$ cat config.mk
export PLATFORM = sky130hd
export DESIGN_NAME = error_bypass_moving_average_flat
export DESIGN_NICKNAME = d
export VERILOG_FILES = /design/src/rtl/ebma_pkg.sv /design/src/rtl/ebma_in_if.sv /design/src/rtl/ebma_out_if.sv /design/src/rtl/ebma_out_fifo.sv /design/src/rtl/error_bypass_moving_average.sv /design/src/flat_wrapper.sv
export SDC_FILE = /design/constraint.sdc
export NUM_CORES = 1
export LEC_CHECK = 0
export ABC_AREA = 1
export BUFFER_PORTS_ARGS = -buffer_cell sky130_fd_sc_hd__buf_2
export CAP_MARGIN = 10
export CORE_MARGIN = 2
export CORE_UTILIZATION = 50
export DETAILED_ROUTE_END_ITERATION = 12
export GPL_ROUTABILITY_DRIVEN = 0
export PLACE_DENSITY = 0.74
export SLEW_MARGIN = 30
export SYNTH_ARGS = -nofsm -noshare
export SYNTH_HDL_FRONTEND = slang
export SYNTH_SLANG_ARGS = --single-unit
$ cat constraint.sdc
create_clock -name clk -period 12.5 [get_ports clk]
set_input_delay 2.5 -clock clk [delete_from_list [all_inputs] [get_ports clk]]
set_output_delay 2.5 -clock clk [all_outputs]
set_load 0.005 [all_outputs]
$ cat src/rtl/ebma_pkg.sv
package ebma_pkg;

  localparam int SAMPLE_W = 16;
  localparam int WIN_DEPTH = 8;
  localparam int WIN_SHIFT = $clog2(WIN_DEPTH);
  localparam int SUM_W = SAMPLE_W + WIN_SHIFT;

  // The scaled mode works on mean + 5.0 in Q13.4, one bit wider than a sample.
  localparam int SCALED_W = SAMPLE_W + 1;
  localparam logic signed [SCALED_W-1:0] FIVE_Q4 = SCALED_W'(80);

  // Division by ten: multiply by ceil(2^19 / 10) and shift right by 19.
  // The result is exact for magnitudes up to 2^17.
  localparam int RECIP_SHIFT = 19;
  localparam logic [SAMPLE_W-1:0] RECIP_TEN = SAMPLE_W'(52429);
  localparam int PROD_W = 2 * SAMPLE_W;

  localparam int OUT_FIFO_DEPTH = 4;
  localparam int OUT_PTR_W = $clog2(OUT_FIFO_DEPTH);
  localparam int OCC_W = $clog2(OUT_FIFO_DEPTH + 1);

  localparam logic signed [SAMPLE_W-1:0] THRESH_RESET = SAMPLE_W'(16000);

  localparam int CFG_IDX_W = 2;
  localparam int CFG_DATA_W = SAMPLE_W;

  typedef logic signed [SAMPLE_W-1:0] sample_t;
  typedef logic [WIN_SHIFT-1:0] slot_t;

  typedef enum logic [CFG_IDX_W-1:0] {
    CFG_ERR_THRESH = 2'd0,
    CFG_SCALE_MODE = 2'd1
  } cfg_idx_t;

  typedef struct packed {
    sample_t filtered;
    logic    error_pass;
  } result_t;

  // Handshake between the pipeline and the output queue.
  typedef struct packed {
    logic    wr_en;
    logic    rd_en;
  } fifo_ctrl_t;

endpackage

$ cat src/rtl/ebma_in_if.sv
interface ebma_in_if;
  import ebma_pkg::*;

  logic    valid;
  logic    ready;
  sample_t sample;

  modport source (output valid, output sample, input ready);
  modport sink (input valid, input sample, output ready);
endinterface

$ cat src/rtl/ebma_out_if.sv
interface ebma_out_if;
  import ebma_pkg::*;

  logic    valid;
  logic    ready;
  sample_t filtered;
  logic    error_pass;

  modport source (output valid, output filtered, output error_pass, input ready);
  modport sink (input valid, input filtered, input error_pass, output ready);
endinterface

$ cat src/rtl/ebma_out_fifo.sv
module ebma_out_fifo (
  input  logic                 clk,
  input  logic                 rst_n,
  input  ebma_pkg::fifo_ctrl_t ctrl,
  input  ebma_pkg::result_t    wr_data,
  output ebma_pkg::result_t    rd_data,
  output logic                 not_empty
);
  import ebma_pkg::*;

  result_t               q_mem [OUT_FIFO_DEPTH];
  logic [OUT_PTR_W-1:0]  wr_ptr_r;
  logic [OUT_PTR_W-1:0]  rd_ptr_r;
  logic [OCC_W-1:0]      count_r;

  always_ff @(posedge clk) begin
    if (ctrl.wr_en) begin
      q_mem[wr_ptr_r] <= wr_data;
    end
  end

  always_ff @(posedge clk) begin
    if (!rst_n) begin
      wr_ptr_r <= '0;
      rd_ptr_r <= '0;
      count_r  <= '0;
    end else begin
      if (ctrl.wr_en) begin
        wr_ptr_r <= (wr_ptr_r == OUT_PTR_W'(OUT_FIFO_DEPTH - 1)) ? '0
                                                                  : wr_ptr_r + OUT_PTR_W'(1);
      end
      if (ctrl.rd_en) begin
        rd_ptr_r <= (rd_ptr_r == OUT_PTR_W'(OUT_FIFO_DEPTH - 1)) ? '0
                                                                  : rd_ptr_r + OUT_PTR_W'(1);
      end
      case ({ctrl.wr_en, ctrl.rd_en})
        2'b10:   count_r <= count_r + OCC_W'(1);
        2'b01:   count_r <= count_r - OCC_W'(1);
        default: count_r <= count_r;
      endcase
    end
  end

  assign rd_data   = q_mem[rd_ptr_r];
  assign not_empty = (count_r != '0);

  a_no_overflow: assert property (@(posedge clk) disable iff (!rst_n)
    ctrl.wr_en && !ctrl.rd_en |-> count_r != OCC_W'(OUT_FIFO_DEPTH))
    else $error("output queue written while full");

  a_no_underflow: assert property (@(posedge clk) disable iff (!rst_n)
    ctrl.rd_en |-> count_r != '0)
    else $error("output queue read while empty");

  a_count_step: assert property (@(posedge clk) disable iff (!rst_n)
    ctrl.wr_en && ctrl.rd_en |=> $stable(count_r))
    else $error("queue count moved on a simultaneous write and read");

endmodule

$ cat src/rtl/error_bypass_moving_average.sv
// Moving-average filter for a stream of signed Q12.4 temperature samples.
// Each transfer on in_ch carries one sample and produces exactly one transfer
// on out_ch, in order. A sample at or above the error threshold is passed
// through unchanged with error_pass set, and empties the window. The next good
// sample refills the whole window; later samples replace the oldest entry.
// The result is the window mean, or (mean + 5.0) / 10 when scale_mode is set.
// Configuration (cfg_we, cfg_index, cfg_data) must be written only while no
// sample is in flight; the block does not enforce this. Index 0 is the error
// threshold, index 1 the scale mode. Throughput is one sample per cycle while
// in_ch.ready is high. The window lives in a one-port-write, registered-read
// memory that is read and written at the same slot in the accept cycle, so the
// running sum is updated in the following cycle. Each sample passes through
// the memory read, sum update and divide-by-ten multiply in turn; results
// queue in a four-entry output FIFO. in_ch.ready drops only when four samples
// are outstanding, so a stalled receiver fills the queue and then holds off
// the sender. Synchronous reset empties the window, the queue and the pipeline
// and sets the threshold to 1000.0 degrees and the scale mode to off.
module error_bypass_moving_average (
  input  logic                        clk,
  input  logic                        rst_n,
  ebma_in_if.sink                     in_ch,
  ebma_out_if.source                  out_ch,
  input  logic                        cfg_we,
  input  logic [ebma_pkg::CFG_IDX_W-1:0]  cfg_index,
  input  logic [ebma_pkg::CFG_DATA_W-1:0] cfg_data
);
  import ebma_pkg::*;

  // Configuration registers.
  sample_t thresh_r;
  logic    scale_r;

  // Window state. The memory has no reset: a slot whose fresh bit is clear
  // holds the value of the last refill, which is kept in fill_val_r.
  sample_t               win_mem [WIN_DEPTH];
  sample_t               rd_data_r;
  logic [WIN_DEPTH-1:0]  fresh_r;
  sample_t               fill_val_r;
  logic                  full_r;
  logic                  full_nxt;
  slot_t                 slot_r;
  slot_t                 slot_nxt;
  logic signed [SUM_W-1:0] sum_r;
  logic signed [SUM_W-1:0] sum_nxt;

  // Accept stage.
  logic acc;
  logic is_err;
  logic is_fill;
  logic is_upd;

  // Stage after the memory read.
  logic    a_valid_r;
  logic    a_err_r;
  logic    a_fill_r;
  logic    a_fresh_r;
  sample_t a_sample_r;
  sample_t a_fill_val_r;
  sample_t old_val;
  sample_t mean;
  logic signed [SCALED_W-1:0] scaled_in;

  // Stage after the sum update.
  logic                b_valid_r;
  logic                b_err_r;
  logic                b_scale_r;
  logic                b_neg_r;
  sample_t             b_val_r;
  logic [SAMPLE_W-1:0] b_abs_r;

  // Divide-by-ten stage feeding the output queue.
  logic [PROD_W-1:0]   prod;
  logic [SAMPLE_W-1:0] quot;
  result_t             c_result;
  result_t             q_head;
  fifo_ctrl_t          fifo_ctrl;
  logic                q_not_empty;

  logic [OCC_W-1:0] occ_r;
  logic [OCC_W-1:0] occ_nxt;
  logic             out_xfer;

  // ---------------------------------------------------------------------------
  // Configuration port.
  always_ff @(posedge clk) begin
    if (!rst_n) begin
      thresh_r <= THRESH_RESET;
      scale_r  <= 1'b0;
    end else if (cfg_we) begin
      case (cfg_index)
        CFG_ERR_THRESH: thresh_r <= sample_t'(cfg_data);
        CFG_SCALE_MODE: scale_r  <= cfg_data[0];
        default:        ;
      endcase
    end
  end

  // ---------------------------------------------------------------------------
  // Accept stage: classify the sample, step the window control and access the
  // memory at the current slot. The read returns the value being replaced.
  assign acc     = in_ch.valid && in_ch.ready;
  assign is_err  = in_ch.sample >= thresh_r;
  assign is_fill = !is_err && !full_r;
  assign is_upd  = !is_err && full_r;

  always_comb begin
    full_nxt = full_r;
    slot_nxt = slot_r;
    if (acc) begin
      full_nxt = !is_err;
      if (is_upd) begin
        slot_nxt = slot_r + slot_t'(1);
      end
    end
  end

  always_ff @(posedge clk) begin
    if (acc) begin
      rd_data_r <= win_mem[slot_r];
    end
    if (acc && is_upd) begin
      win_mem[slot_r] <= in_ch.sample;
    end
  end

  always_ff @(posedge clk) begin
    if (!rst_n) begin
      full_r  <= 1'b0;
      slot_r  <= '0;
      fresh_r <= '0;
    end else begin
      full_r <= full_nxt;
      slot_r <= slot_nxt;
      if (acc && is_fill) begin
        fresh_r <= '0;
      end else if (acc && is_upd) begin
        fresh_r[slot_r] <= 1'b1;
      end
    end
  end

  // A refill marks every slot as holding the new sample without touching the
  // memory.
  always_ff @(posedge clk) begin
    if (acc && is_fill) begin
      fill_val_r <= in_ch.sample;
    end
  end

  always_ff @(posedge clk) begin
    if (!rst_n) begin
      a_valid_r <= 1'b0;
    end else begin
      a_valid_r <= acc;
    end
  end

  always_ff @(posedge clk) begin
    if (acc) begin
      a_err_r      <= is_err;
      a_fill_r     <= is_fill;
      a_fresh_r    <= fresh_r[slot_r];
      a_sample_r   <= in_ch.sample;
      a_fill_val_r <= fill_val_r;
    end
  end

  // ---------------------------------------------------------------------------
  // Sum stage: the running sum drops the replaced entry and adds the new one.
  // Consecutive samples touch different slots, so no forwarding is needed.
  assign old_val = a_fresh_r ? rd_data_r : a_fill_val_r;

  always_comb begin
    if (a_fill_r) begin
      sum_nxt = SUM_W'(a_sample_r) <<< WIN_SHIFT;
    end else begin
      sum_nxt = sum_r - SUM_W'(old_val) + SUM_W'(a_sample_r);
    end
  end

  // Arithmetic shift gives the floor of the mean.
  assign mean      = sum_nxt[SUM_W-1:WIN_SHIFT];
  assign scaled_in = SCALED_W'(mean) + FIVE_Q4;

  always_ff @(posedge clk) begin
    if (!rst_n) begin
      sum_r <= '0;
    end else if (a_valid_r && !a_err_r) begin
      sum_r <= sum_nxt;
    end
  end

  always_ff @(posedge clk) begin
    if (!rst_n) begin
      b_valid_r <= 1'b0;
    end else begin
      b_valid_r <= a_valid_r;
    end
  end

  always_ff @(posedge clk) begin
    if (a_valid_r) begin
      b_err_r   <= a_err_r;
      b_scale_r <= scale_r && !a_err_r;
      b_val_r   <= a_err_r ? a_sample_r : mean;
      b_neg_r   <= scaled_in[SCALED_W-1];
      b_abs_r   <= scaled_in[SCALED_W-1] ? SAMPLE_W'(-scaled_in) : SAMPLE_W'(scaled_in);
    end
  end

  // ---------------------------------------------------------------------------
  // Scale stage: divide the magnitude by ten, then restore the sign so the
  // quotient truncates toward zero.
  assign prod = PROD_W'(b_abs_r) * PROD_W'(RECIP_TEN);
  assign quot = SAMPLE_W'(prod[PROD_W-1:RECIP_SHIFT]);

  always_comb begin
    c_result.error_pass = b_err_r;
    if (b_scale_r) begin
      c_result.filtered = b_neg_r ? sample_t'(-quot) : sample_t'(quot);
    end else begin
      c_result.filtered = b_val_r;
    end
  end

  assign out_xfer        = out_ch.valid && out_ch.ready;
  assign fifo_ctrl.wr_en = b_valid_r;
  assign fifo_ctrl.rd_en = out_xfer;

  ebma_out_fifo u_out_fifo (
    .clk       (clk),
    .rst_n     (rst_n),
    .ctrl      (fifo_ctrl),
    .wr_data   (c_result),
    .rd_data   (q_head),
    .not_empty (q_not_empty)
  );

  assign out_ch.valid      = q_not_empty;
  assign out_ch.filtered   = q_head.filtered;
  assign out_ch.error_pass = q_head.error_pass;

  // ---------------------------------------------------------------------------
  // Samples in flight or queued; the queue has room for every one of them.
  always_comb begin
    occ_nxt = occ_r;
    case ({acc, out_xfer})
      2'b10:   occ_nxt = occ_r + OCC_W'(1);
      2'b01:   occ_nxt = occ_r - OCC_W'(1);
      default: occ_nxt = occ_r;
    endcase
  end

  always_ff @(posedge clk) begin
    if (!rst_n) begin
      occ_r <= '0;
    end else begin
      occ_r <= occ_nxt;
    end
  end

  assign in_ch.ready = (occ_r < OCC_W'(OUT_FIFO_DEPTH));

  // ---------------------------------------------------------------------------
  a_occ_bound: assert property (@(posedge clk) disable iff (!rst_n)
    occ_r <= OCC_W'(OUT_FIFO_DEPTH))
    else $error("more samples outstanding than the output queue holds");

  a_out_has_owner: assert property (@(posedge clk) disable iff (!rst_n)
    out_ch.valid |-> occ_r != '0)
    else $error("result offered with no sample outstanding");

  a_fill_clears_fresh: assert property (@(posedge clk) disable iff (!rst_n)
    acc && is_fill |=> fresh_r == '0 && full_r)
    else $error("refill did not reset the window slots");

  a_err_empties: assert property (@(posedge clk) disable iff (!rst_n)
    acc && is_err |=> !full_r && $stable(slot_r))
    else $error("error sample did not empty the window or moved the slot");

  a_err_keeps_sum: assert property (@(posedge clk) disable iff (!rst_n)
    a_valid_r && a_err_r |=> $stable(sum_r))
    else $error("error sample changed the running sum");

endmodule

$ cat src/flat_wrapper.sv
// flat-port wrapper written by rule: the top's interface ports become plain ports
module error_bypass_moving_average_flat import ebma_pkg::*;
  (clk, rst_n, cfg_we, cfg_index, cfg_data, in_ch_valid, in_ch_sample, in_ch_ready, out_ch_valid, out_ch_filtered, out_ch_error_pass, out_ch_ready);
  ebma_in_if in_ch_i ();
  ebma_out_if out_ch_i ();
  input  logic clk;
  input  logic rst_n;
  input  logic cfg_we;
  input  logic [ebma_pkg::CFG_IDX_W-1:0] cfg_index;
  input  logic [ebma_pkg::CFG_DATA_W-1:0] cfg_data;
  input wire logic [$bits(in_ch_i.valid)-1:0] in_ch_valid;
  input wire logic [$bits(in_ch_i.sample)-1:0] in_ch_sample;
  output wire logic [$bits(in_ch_i.ready)-1:0] in_ch_ready;
  output wire logic [$bits(out_ch_i.valid)-1:0] out_ch_valid;
  output wire logic [$bits(out_ch_i.filtered)-1:0] out_ch_filtered;
  output wire logic [$bits(out_ch_i.error_pass)-1:0] out_ch_error_pass;
  input wire logic [$bits(out_ch_i.ready)-1:0] out_ch_ready;
  assign in_ch_i.valid = in_ch_valid;
  assign in_ch_i.sample = in_ch_sample;
  assign in_ch_ready = in_ch_i.ready;
  assign out_ch_valid = out_ch_i.valid;
  assign out_ch_filtered = out_ch_i.filtered;
  assign out_ch_error_pass = out_ch_i.error_pass;
  assign out_ch_i.ready = out_ch_ready;
  error_bypass_moving_average u_core (.clk(clk), .rst_n(rst_n), .in_ch(in_ch_i), .out_ch(out_ch_i), .cfg_we(cfg_we), .cfg_index(cfg_index), .cfg_data(cfg_data));
endmodule
Word level (Yosys, flattened, before mapping)
Memory sizes are Yosys's and may differ from the RTL's. A register that Yosys moved wholly into a read port is not among the register bits.
Cells that the tools add are included.
- register bits after elaboration: 146
- latch bits: 0
- RAM bits: 196
- ROM bits: 0
- output and inout bits: 19
- logic and storage cells: 91
- memories kept: 2
- memories (name ; words ; bits a word ; rd ports ; clocked after Yosys merged registers in ; wr ports ; RTL line ; text):
    u_core.win_mem ; 8 ; 16 ; 1 ; 1 ; 1 ; error_bypass_moving_average.sv:35 ; sample_t win_mem [WIN_DEPTH];
    u_core.u_out_fifo.q_mem ; 4 ; 17 ; 1 ; 1 ; 1 ; ebma_out_fifo.sv:11 ; result_t q_mem [OUT_FIFO_DEPTH];
- add/sub/neg operators: 12
- multiply operators: 1
- divide/modulo/power cells: 0
- order comparisons: 4
- equality and inequality tests: 7
- shift-type cells: 0
- mux-type cells: 20
- bitwise logic cells: 2
- reductions and logical operators: 20
- operators by type and width (cell ; count):
    $mux W16 ; 5
    $mul A16 B16 Y32 const B ; 1
    $add A19 B16 Y19 ; 1
    $mux W19 ; 1
    $sub A19 B16 Y19 ; 1
    $add A16 B8 Y17 const B ; 1
    $ge A16 B16 Y1 ; 1
    $neg A13 Y16 ; 1
    $neg A16 Y16 ; 1
    $pmux W3 S2 ; 2
    $add A3 B1 Y3 const B ; 3
    $logic_and A1 B1 Y1 ; 9
    $eq A2 B2 Y1 const B ; 4
    $mux W2 ; 4
    $or A8 B8 Y8 ; 1
    $eq A2 B1 Y1 const B ; 3
    $mux W1 ; 6
    $reduce_and A2 Y1 ; 3
    $sub A3 B1 Y3 const B ; 2
    $add A2 B1 Y2 const B ; 2
    $lt A3 B4 Y1 const B ; 1
    $reduce_bool A2 Y1 ; 2
    $bmux W1 S3 ; 1
    $demux W1 S3 ; 1
    other kinds (7) ; 9

Logic depth before layout (Yosys ltp)
Gate-level depths: netlist (run 1).
- word-level depth: 7
- mapped depth: 30
- depth with buffers taken out: 30

Modules after synthesis
Synthesis (run 1) repeated with hierarchy kept, for this count alone.
- cells, all modules: 2195
- area total of the unflattened synthesis: 21708.3 µm²
- modules (own cells, without submodules) (module ; times used ; cells an instance ; area each (µm²)):
    error_bypass_moving_average ; 1 ; 1971 ; 18669.2
    ebma_out_fifo ; 1 ; 224 ; 3039.2

Worst setup path after synthesis (run 1)
OpenSTA, ideal clock, no wires.
- path type: register to register
- start point: reg u_core.b_abs_r[7]
- end point: mem u_core.u_out_fifo.q_mem[0][13] in the netlist's numbering, data pin
- setup time: 266 ps
- arrival: 5604 ps
- path slack: 6631 ps
- stages on the path, launching flop included: 28
- buffers on the path: 0
- period minus slack after synthesis: 5869 ps
- cell sequence: edfxtp_1 > ha_1 > inv_1 > fa_1 > inv_1 > fa_1 > fa_1 > fa_1 > inv_1 > fa_1 > inv_1 > ha_1 > a21oi_1 > o21ai_0 > o21bai_1 > inv_1 > nand2_1 > xnor2_1 > ha_1 > nand2_1 > nor2_1 > inv_1 > nor2_1 > nand2_1 > nand2_1 > nand2_1 > nand3_1 > nand2_1
- RTL lines (item ; RTL line ; text):
    start, declared ; error_bypass_moving_average.sv:69 ; logic [SAMPLE_W-1:0] b_abs_r;
    start signal, assigned ; error_bypass_moving_average.sv:207 ; b_abs_r <= scaled_in[SCALED_W-1] ? SAMPLE_W'(-scaled_in) : SAMPLE_W'(scaled_in);
    end, declared ; ebma_out_fifo.sv:11 ;

==> results of run 1 <==
cells in the mapped netlist (all sizes together), types with 21 or more instances:
cell type	n	area, um2
inv	431	1623
nand2	361	1468
edfxtp	298	8949
ha	178	2227
nor2	144	599.3
o21ai	123	619.4
a21oi	106	534.3
fa	99	1982
nand3	83	495.5
dfxtp	62	1241
clkbuf	36	135.1
nand4	29	181.4
xor2	25	219.0
a22oi	21	157.7
cells by family (layout without fill, tap and decap cells):
group                    after synthesis  after routing  synth area share
adder cells (fa/ha/maj)              277            277            0.1949
buffers and inverters                473            567           0.08281
flip-flops                           360            360            0.4720
multiplexers                          15             15          0.007823
AO/OA/AOI/OAI                        335            335           0.09110
XOR/XNOR                              38             38           0.01576
AND/OR/NAND/NOR                      648            648            0.1356
area by class of cell:
type / instances / area [um2]
fill: 3605 / 19160
clock buffer: 53 / 1017
timing repair buffer: 68 / 367.9
tap: 585 / 732.0
sequential: 360 / 10190
clock inverter: 13 / 172.7
inverter: 433 / 1630
multi-input combinational: 1313 / 9620
registers in the layout, indices dropped and copies added, names as in the netlist, 3 cells and up, named ones only:
register,count
u_core.fill_val_r,16
u_core.sum_r,19
u_core.b_abs_r,16
u_core.b_val_r,16
u_core.thresh_r,16
u_core.rd_data_r,16
u_core.slot_r,3
u_core.fresh_r,8
u_core.occ_r,3
u_core.a_fill_val_r,16
u_core.u_out_fifo.count_r,3
u_core.a_sample_r,16
u_core.win_mem,128
u_core.u_out_fifo.q_mem,68
stage by stage:
stage	instances	instance area, um2	setup slack [ps]	hold WS (ps)	util
floorplan	2146	21590	6631	400.3	-
global placement	2759	22540	6194	400.6	0.5256
detailed placement	2759	22540	6038	404.5	0.5256
CTS	2825	23730	6001	419.1	0.5533
global route	2825	23730	5527	420.8	0.5533
finish	2825	23730	5969	415.6	0.5533
cell usage in the layout (no fill, tap or decap), drive strengths merged, types with 62 or more instances in the layout:
cell type  instances
o21ai            123
a21oi            106
edfxtp           298
nand2            361
dfxtp             62
fa                99
ha               178
buf               68
nor2             144
inv              433
nand3             83
worst max-delay path by stage:
| stage | to | slack [ps] | cells after the start |
|---|---|---|---|
| 2_1_floorplan | u_core.u_out_fifo.q_mem[0][13]$_DFFE_PP_ | 6630 | 27 |
| 3_3_place_gp | u_core.u_out_fifo.q_mem[0][13]$_DFFE_PP_ | 6190 | 27 |
| 3_5_place_dp | u_core.u_out_fifo.q_mem[1][13]$_DFFE_PP_ | 6040 | 27 |
| 4_1_cts | u_core.u_out_fifo.q_mem[0][13]$_DFFE_PP_ | 6000 | 27 |
| 5_1_grt | u_core.u_out_fifo.q_mem[0][13]$_DFFE_PP_ | 5530 | 27 |
| 6_report | u_core.u_out_fifo.q_mem[0][13]$_DFFE_PP_ | 5970 | 27 |
layer usage:
metal / wire [um] / global-route usage / vias to the layer above
met5: 0 / 0 / -
met3: 2694 / 0.02967 / 102
met4: 1679 / 0.08354 / 0
met2: 23970 / 0.3836 / 471
met1: 21110 / 0.2931 / 7394
li1: - / - / 7281
==> key figures, run 1 <==
Synthesis
  • Top_reg_cell synth: edfxtp_1
  • Seq/Total Area, Yosys: 0.4720
  • Synth unique cells: 56
  • Async SR Flop Fraction: 0
  • Number of synthesized flops with an enable pin: 298
  • Post-Syn Nets: roughly 2500
  • Synthesized area per cell: 10.06 um2
  • Mapped Cells: 2146
  • Syn. warnings: 0
  • Mapped Area: around 0.022 mm2
  • Seq cells post-synth: 360

Hold path
  • Min-delay worst type: reg2reg
  • Hold Crit Endpoint: u_core.a_fill_val_r[10]$_DFFE_PP_
  • Hold path depth: 0
  • Min-Delay Startpoint: u_core.fill_val_r[10]$_DFFE_PP_

CTS
  • Post-CTS resize count: 0
  • CTS clock-pin slew for the worst setup and hold paths: 60 ps
  • Root buf cell: clkbuf_16
  • Hold Buf Count CTS: 0
  • TritonCTS clock tree: done
  • Post-CTS Setup Inserts: 0
  • Maximum clock insertion buffer count: 3
  • CTS Buf Count: 37
  • Latest clock arrival within the worst-skew pair: 550 ps
  • H-tree depth: 2
  • CTS sink cnt: 360

Timing
  • Fin crit share: 0.5225
  • Worst slew margin: 0.3372
  • Layout Skew: about 26 ps
  • F_max: 153.1 MHz
  • Final hold vios: 0
  • RSZ-0062 raised after global routing: no
  • Minimum clock period: ~6500 ps
  • Final setup violation count: 0
  • Worst-Margin Slew: 993.2 ps
  • Fin Setup TNS: 0 ps
  • Max-slew violations: 0

Floorplan
  • Initial Util: 0.5034
  • DIE AREA: approximately 0.045 mm2
  • Core box area: 0.04289 mm2
  • Die height: 211.8 um
  • Row cnt: 76
  • Die X: 211.8 um
  • I/O pin cnt: 58

GRT
  • Overall Global Routing Usage: 0.2247
  • Grt ovf: 0
  • Initial antenna violation count: 0
  • Largest net degree at the start of global routing: 52
  • Vias in the first global route: around 15000
  • First-pass GRT wire length: 78340 um

Worst setup path
  • Crit path kind: reg2reg
  • Req. time, crit path: between 10000 and 15000 ps
  • Critical path origin: u_core.b_abs_r[7]$_DFFE_PP_
  • Cell family with most CP delay: adder cells
  • Reg2reg start: u_core.b_abs_r[7]$_DFFE_PP_
  • R2r setup slk: between 5000 and 6000 ps
  • Crit path DAT: approximately 7000 ps
  • Slowest stage cell, crit path: fa_1
  • Reg2reg path depth: 27
  • FF-to-FF End: u_core.u_out_fifo.q_mem[0][13]$_DFFE_PP_
  • Buf/Inv on CP: 6
  • Startpoint types: register
  • Crit Path Max Fanout: 5
  • Critical path's largest stage delay: about 560 ps
  • CP endpoint kind: register

Drt
  • Final WL: 49450 um
  • Post-route ant nets: 0
  • DRC Markers: 0
  • 1st-pass router iterations: 5
  • Via density: 5.398
  • Avg WL per Cell: 17.50 um
  • DRT iter0 DRCs: 1381
  • Vias: between 15000 and 20000

Flow run
  • Max-cap check violation count: 0

Status
  • Status: complete, no violations

Finish
  • Nets: roughly 2500
  • P&R area growth vs syn: 9.910%
  • Share of cells above drive strength 1: 0.09330
  • Antenna diodes: 0

Placement
  • Buffers on Ports: 57
  • Post-DP HPWL: 36270 um
Power of run 1 is left out: the tool's default activity adds up to more than one toggle a clock period on the data nets, which glitch-free logic cannot reach.
==> run 2: changes to the inputs <==
ABC_AREA = 0   (was 1)
clock period = 6.59 ns   (was 12.5 ns; I/O delays follow)
==> run 2 against run 1 <==
Against the previous run:
- core utilization is 2.6 points higher
- sequential share of layout area is 0.85 points lower
- largest cell class unchanged
- highest routed layer unchanged
- design area is 2.0% higher
- critical path depth is 3 lower
- first-iteration DRC count is 23% lower
- final cell count is 13% lower
- global-route usage is 0.38 points lower
- hold slack better by 3.4 ps
- critical endpoint is now u_core.u_out_fifo.q_mem[1][16]$_DFFE_PP_
==> key figures, run 2 <==
Timing
  • Final setup violation count: 0
  • Final hold vios: 0
  • Minimum clock period: 6438 ps
  • Worst slew margin: 0.3230
  • Fin crit share: 0.9770
  • F_max: 155.3 MHz
  • Max-slew violations: 0
  • Post-route worst setup slack: 151.5 ps
  • Worst-Margin Slew: between 1000 and 1500 ps
  • Layout Skew: 20.58 ps

Finish
  • Largest regs: u_core.win_mem (128), u_core.u_out_fifo.q_mem (68), u_core.sum_r (19)
  • Filler cell count: 3250
  • Seq. cell area: 0.01019 mm2
  • Max FFs per register: 128
  • Reg with most FFs: u_core.win_mem
  • Nets: 2212
  • Most frequent cells in the layout: edfxtp_1, inv_1, ha_1, fa_1, nor2_1
  • Footprint of the multi-input gates: between 0.009 and 0.01 mm2
  • P&R area growth vs syn: 15.03%
  • Share of cells above drive strength 1: 0.1681
  • Antenna diodes: 0
  • Leading cell type in the layout, fill and taps excluded: edfxtp_1

Placement
  • Post-DP HPWL: 34400 um
  • Buffers on Ports: 57
  • Worst slack at placement: -254.3 ps

Worst setup path
  • Crit Path Max Fanout: 6
  • Crit path to: u_core.u_out_fifo.q_mem[1][16]$_DFFE_PP_
  • Critical path origin: u_core.b_abs_r[2]$_DFFE_PP_
  • CP endpoint kind: register
  • R2r setup slk: 150 ps
  • FF-to-FF End: u_core.u_out_fifo.q_mem[1][16]$_DFFE_PP_
  • Reg2reg start: u_core.b_abs_r[2]$_DFFE_PP_
  • Crit path kind: reg2reg
  • Req. time, crit path: about 6800 ps
  • Startpoint types: register
  • Reg2reg path depth: 24
  • Crit path DAT: 6680 ps

Hold path
  • Min-delay worst type: reg2reg

Synthesis
  • Mapped Cells: 1759
  • Post-Syn Nets: a little over 2000
  • Most frequent cells after synthesis: inv_1, edfxtp_1, ha_1
  • Synth top area share: 0.4252
  • Synth unique cells: 89
  • Compound-cell area share of the yosys netlist: 0.1214
  • Post-Synth XOR/XNOR Area: 0.02330
  • Simple-Gate Fraction of Synth Area: 0.07110
  • Dominant cell type by area after synthesis: edfxtp_1
  • Syn. warnings: 0
  • Number of synthesized flops with an enable pin: 298
  • Post-synthesis mux area share: 0.03656
  • Synth Area in Adders: 0.2000
  • Async SR Flop Fraction: 0
  • Synthesized area per cell: 11.97 um2
  • Seq cells post-synth: 360
  • Mapped Area: 0.02105 mm2
  • Top_reg_cell synth: edfxtp_1
  • Top cells by area, synth: edfxtp_1, ha_1, fa_1, dfxtp_1, inv_1
  • Largest family of logic cells by synthesized area: adder cells
  • Most frequent cell after synthesis: inv_1
  • Seq/Total Area, Yosys: 0.4842

Floorplan
  • Core box area: 0.04176 mm2
  • I/O pin cnt: 58
  • Initial Util: 0.5040
  • Die X: 209.2 um
  • DIE AREA: approximately 0.044 mm2
  • Row cnt: 75
  • Die height: 209.2 um

Drt
  • DRT iter0 DRCs: 1063
  • Vias: 14041
  • DRC Markers: 0
  • Via density: 5.705
  • Post-route ant nets: 0
  • Final WL: 48480 um
  • 1st-pass router iterations: 6
  • Avg WL per Cell: about 20 um

Flow run
  • Max-cap check violation count: 0

CTS
  • CTS clock-pin slew for the worst setup and hold paths: 60 ps
  • CTS sink cnt: 360
  • H-tree depth: 2
  • CTS Buf Count: 37
  • Maximum clock insertion buffer count: 3
  • Latest clock arrival within the worst-skew pair: 540 ps
  • Root buf cell: clkbuf_16
  • TritonCTS clock tree: done

GRT
  • Largest net degree at the start of global routing: 52
  • Overall Global Routing Usage: 0.2209
  • Vias in the first global route: 14420
  • Initial antenna violation count: 0
  • First-pass GRT wire length: 75640 um
  • Grt ovf: 0

Status
  • Status: complete, no violations
[run 2: metal layers]
| layer | wire (um) | track usage | vias to the layer above |
|---|---|---|---|
| met5 | 0 | 0 | - |
| met4 | 1427 | 0.07537 | 0 |
| met3 | 3088 | 0.03847 | 99 |
| met2 | 23990 | 0.3813 | 504 |
| met1 | 19980 | 0.2819 | 6881 |
| li1 | - | - | 6557 |
[run 2: critical path: stages (launching register included)]
cell and delay [ps]:
edfxtp_1 480, ha_4 320, inv_1 40, fa_1 470, inv_1 60, fa_1 470, fa_1 490, fa_1 490
inv_1 50, fa_1 490, inv_2 50, ha_4 260, and3_4 180, nand4_1 180, buf_4 200, o41ai_4 370
buf_4 210, o211ai_1 110, nand3_1 160, nand4_1 150, buf_4 180, a21o_1 200, o311ai_2 260, buf_4 170
o21ai_1 100
[run 2: stage by stage]
step / hold slack [ps] / TNS (ps) / area (um2) / instances / utilization
CTS: 419.0 / -5.893 / 23760 / 2446 / 0.5690
global placement: 400.3 / -732.1 / 22440 / 2376 / 0.5373
floorplan: 400.3 / 0 / 21050 / 1759 / -
finish: 418.9 / 0 / 24210 / 2461 / 0.5798
global route: 427.7 / -953.7 / 24210 / 2461 / 0.5798
detailed placement: 405.2 / -6335 / 22470 / 2377 / 0.5382
[run 2: worst min-delay path by stage]
| stage | start | endpoint | slack (ps) | cells after the start |
|---|---|---|---|---|
| after floorplan | u_core.fill_val_r[0]$_DFFE_PP_ | u_core.a_fill_val_r[0]$_DFFE_PP_ | 400 | 0 |
| after global placement | u_core.fill_val_r[14]$_DFFE_PP_ | u_core.a_fill_val_r[14]$_DFFE_PP_ | 400 | 0 |
| after detailed placement | u_core.fill_val_r[3]$_DFFE_PP_ | u_core.a_fill_val_r[3]$_DFFE_PP_ | 410 | 0 |
| after CTS | u_core.fill_val_r[7]$_DFFE_PP_ | u_core.a_fill_val_r[7]$_DFFE_PP_ | 420 | 0 |
| after global routing | u_core.fill_val_r[13]$_DFFE_PP_ | u_core.a_fill_val_r[13]$_DFFE_PP_ | 430 | 0 |
| final | u_core.fill_val_r[7]$_DFFE_PP_ | u_core.a_fill_val_r[7]$_DFFE_PP_ | 420 | 0 |
[run 2: what timing repair did]
item	in CTS	in global routing
pin swaps	7	38
gates cloned	0	0
endpoints found under the hold margin	0	0
hold buffers	0	0
setup buffers	4	13
resized for setup	15	54
setup endpoints to repair	36	56
[run 2: cell type report]
type                       count  area share
sequential                   360      0.4209
clock inverter                19    0.008320
timing repair buffer         151     0.04331
inverter                     301     0.04667
tap                          539     0.02786
clock buffer                  46     0.04052
multi-input combinational   1045      0.4125
[run 2: kinds of logic (layout without fill, tap and decap cells)]
logic type | after synthesis | after routing
simple gates | 304 | 304
buf+inv | 354 | 517
mux | 53 | 53
compound gates | 355 | 355
xor+xnor | 56 | 56
flops | 360 | 360
fa+ha+maj | 277 | 277
Power of run 2 is left out for the same reason.
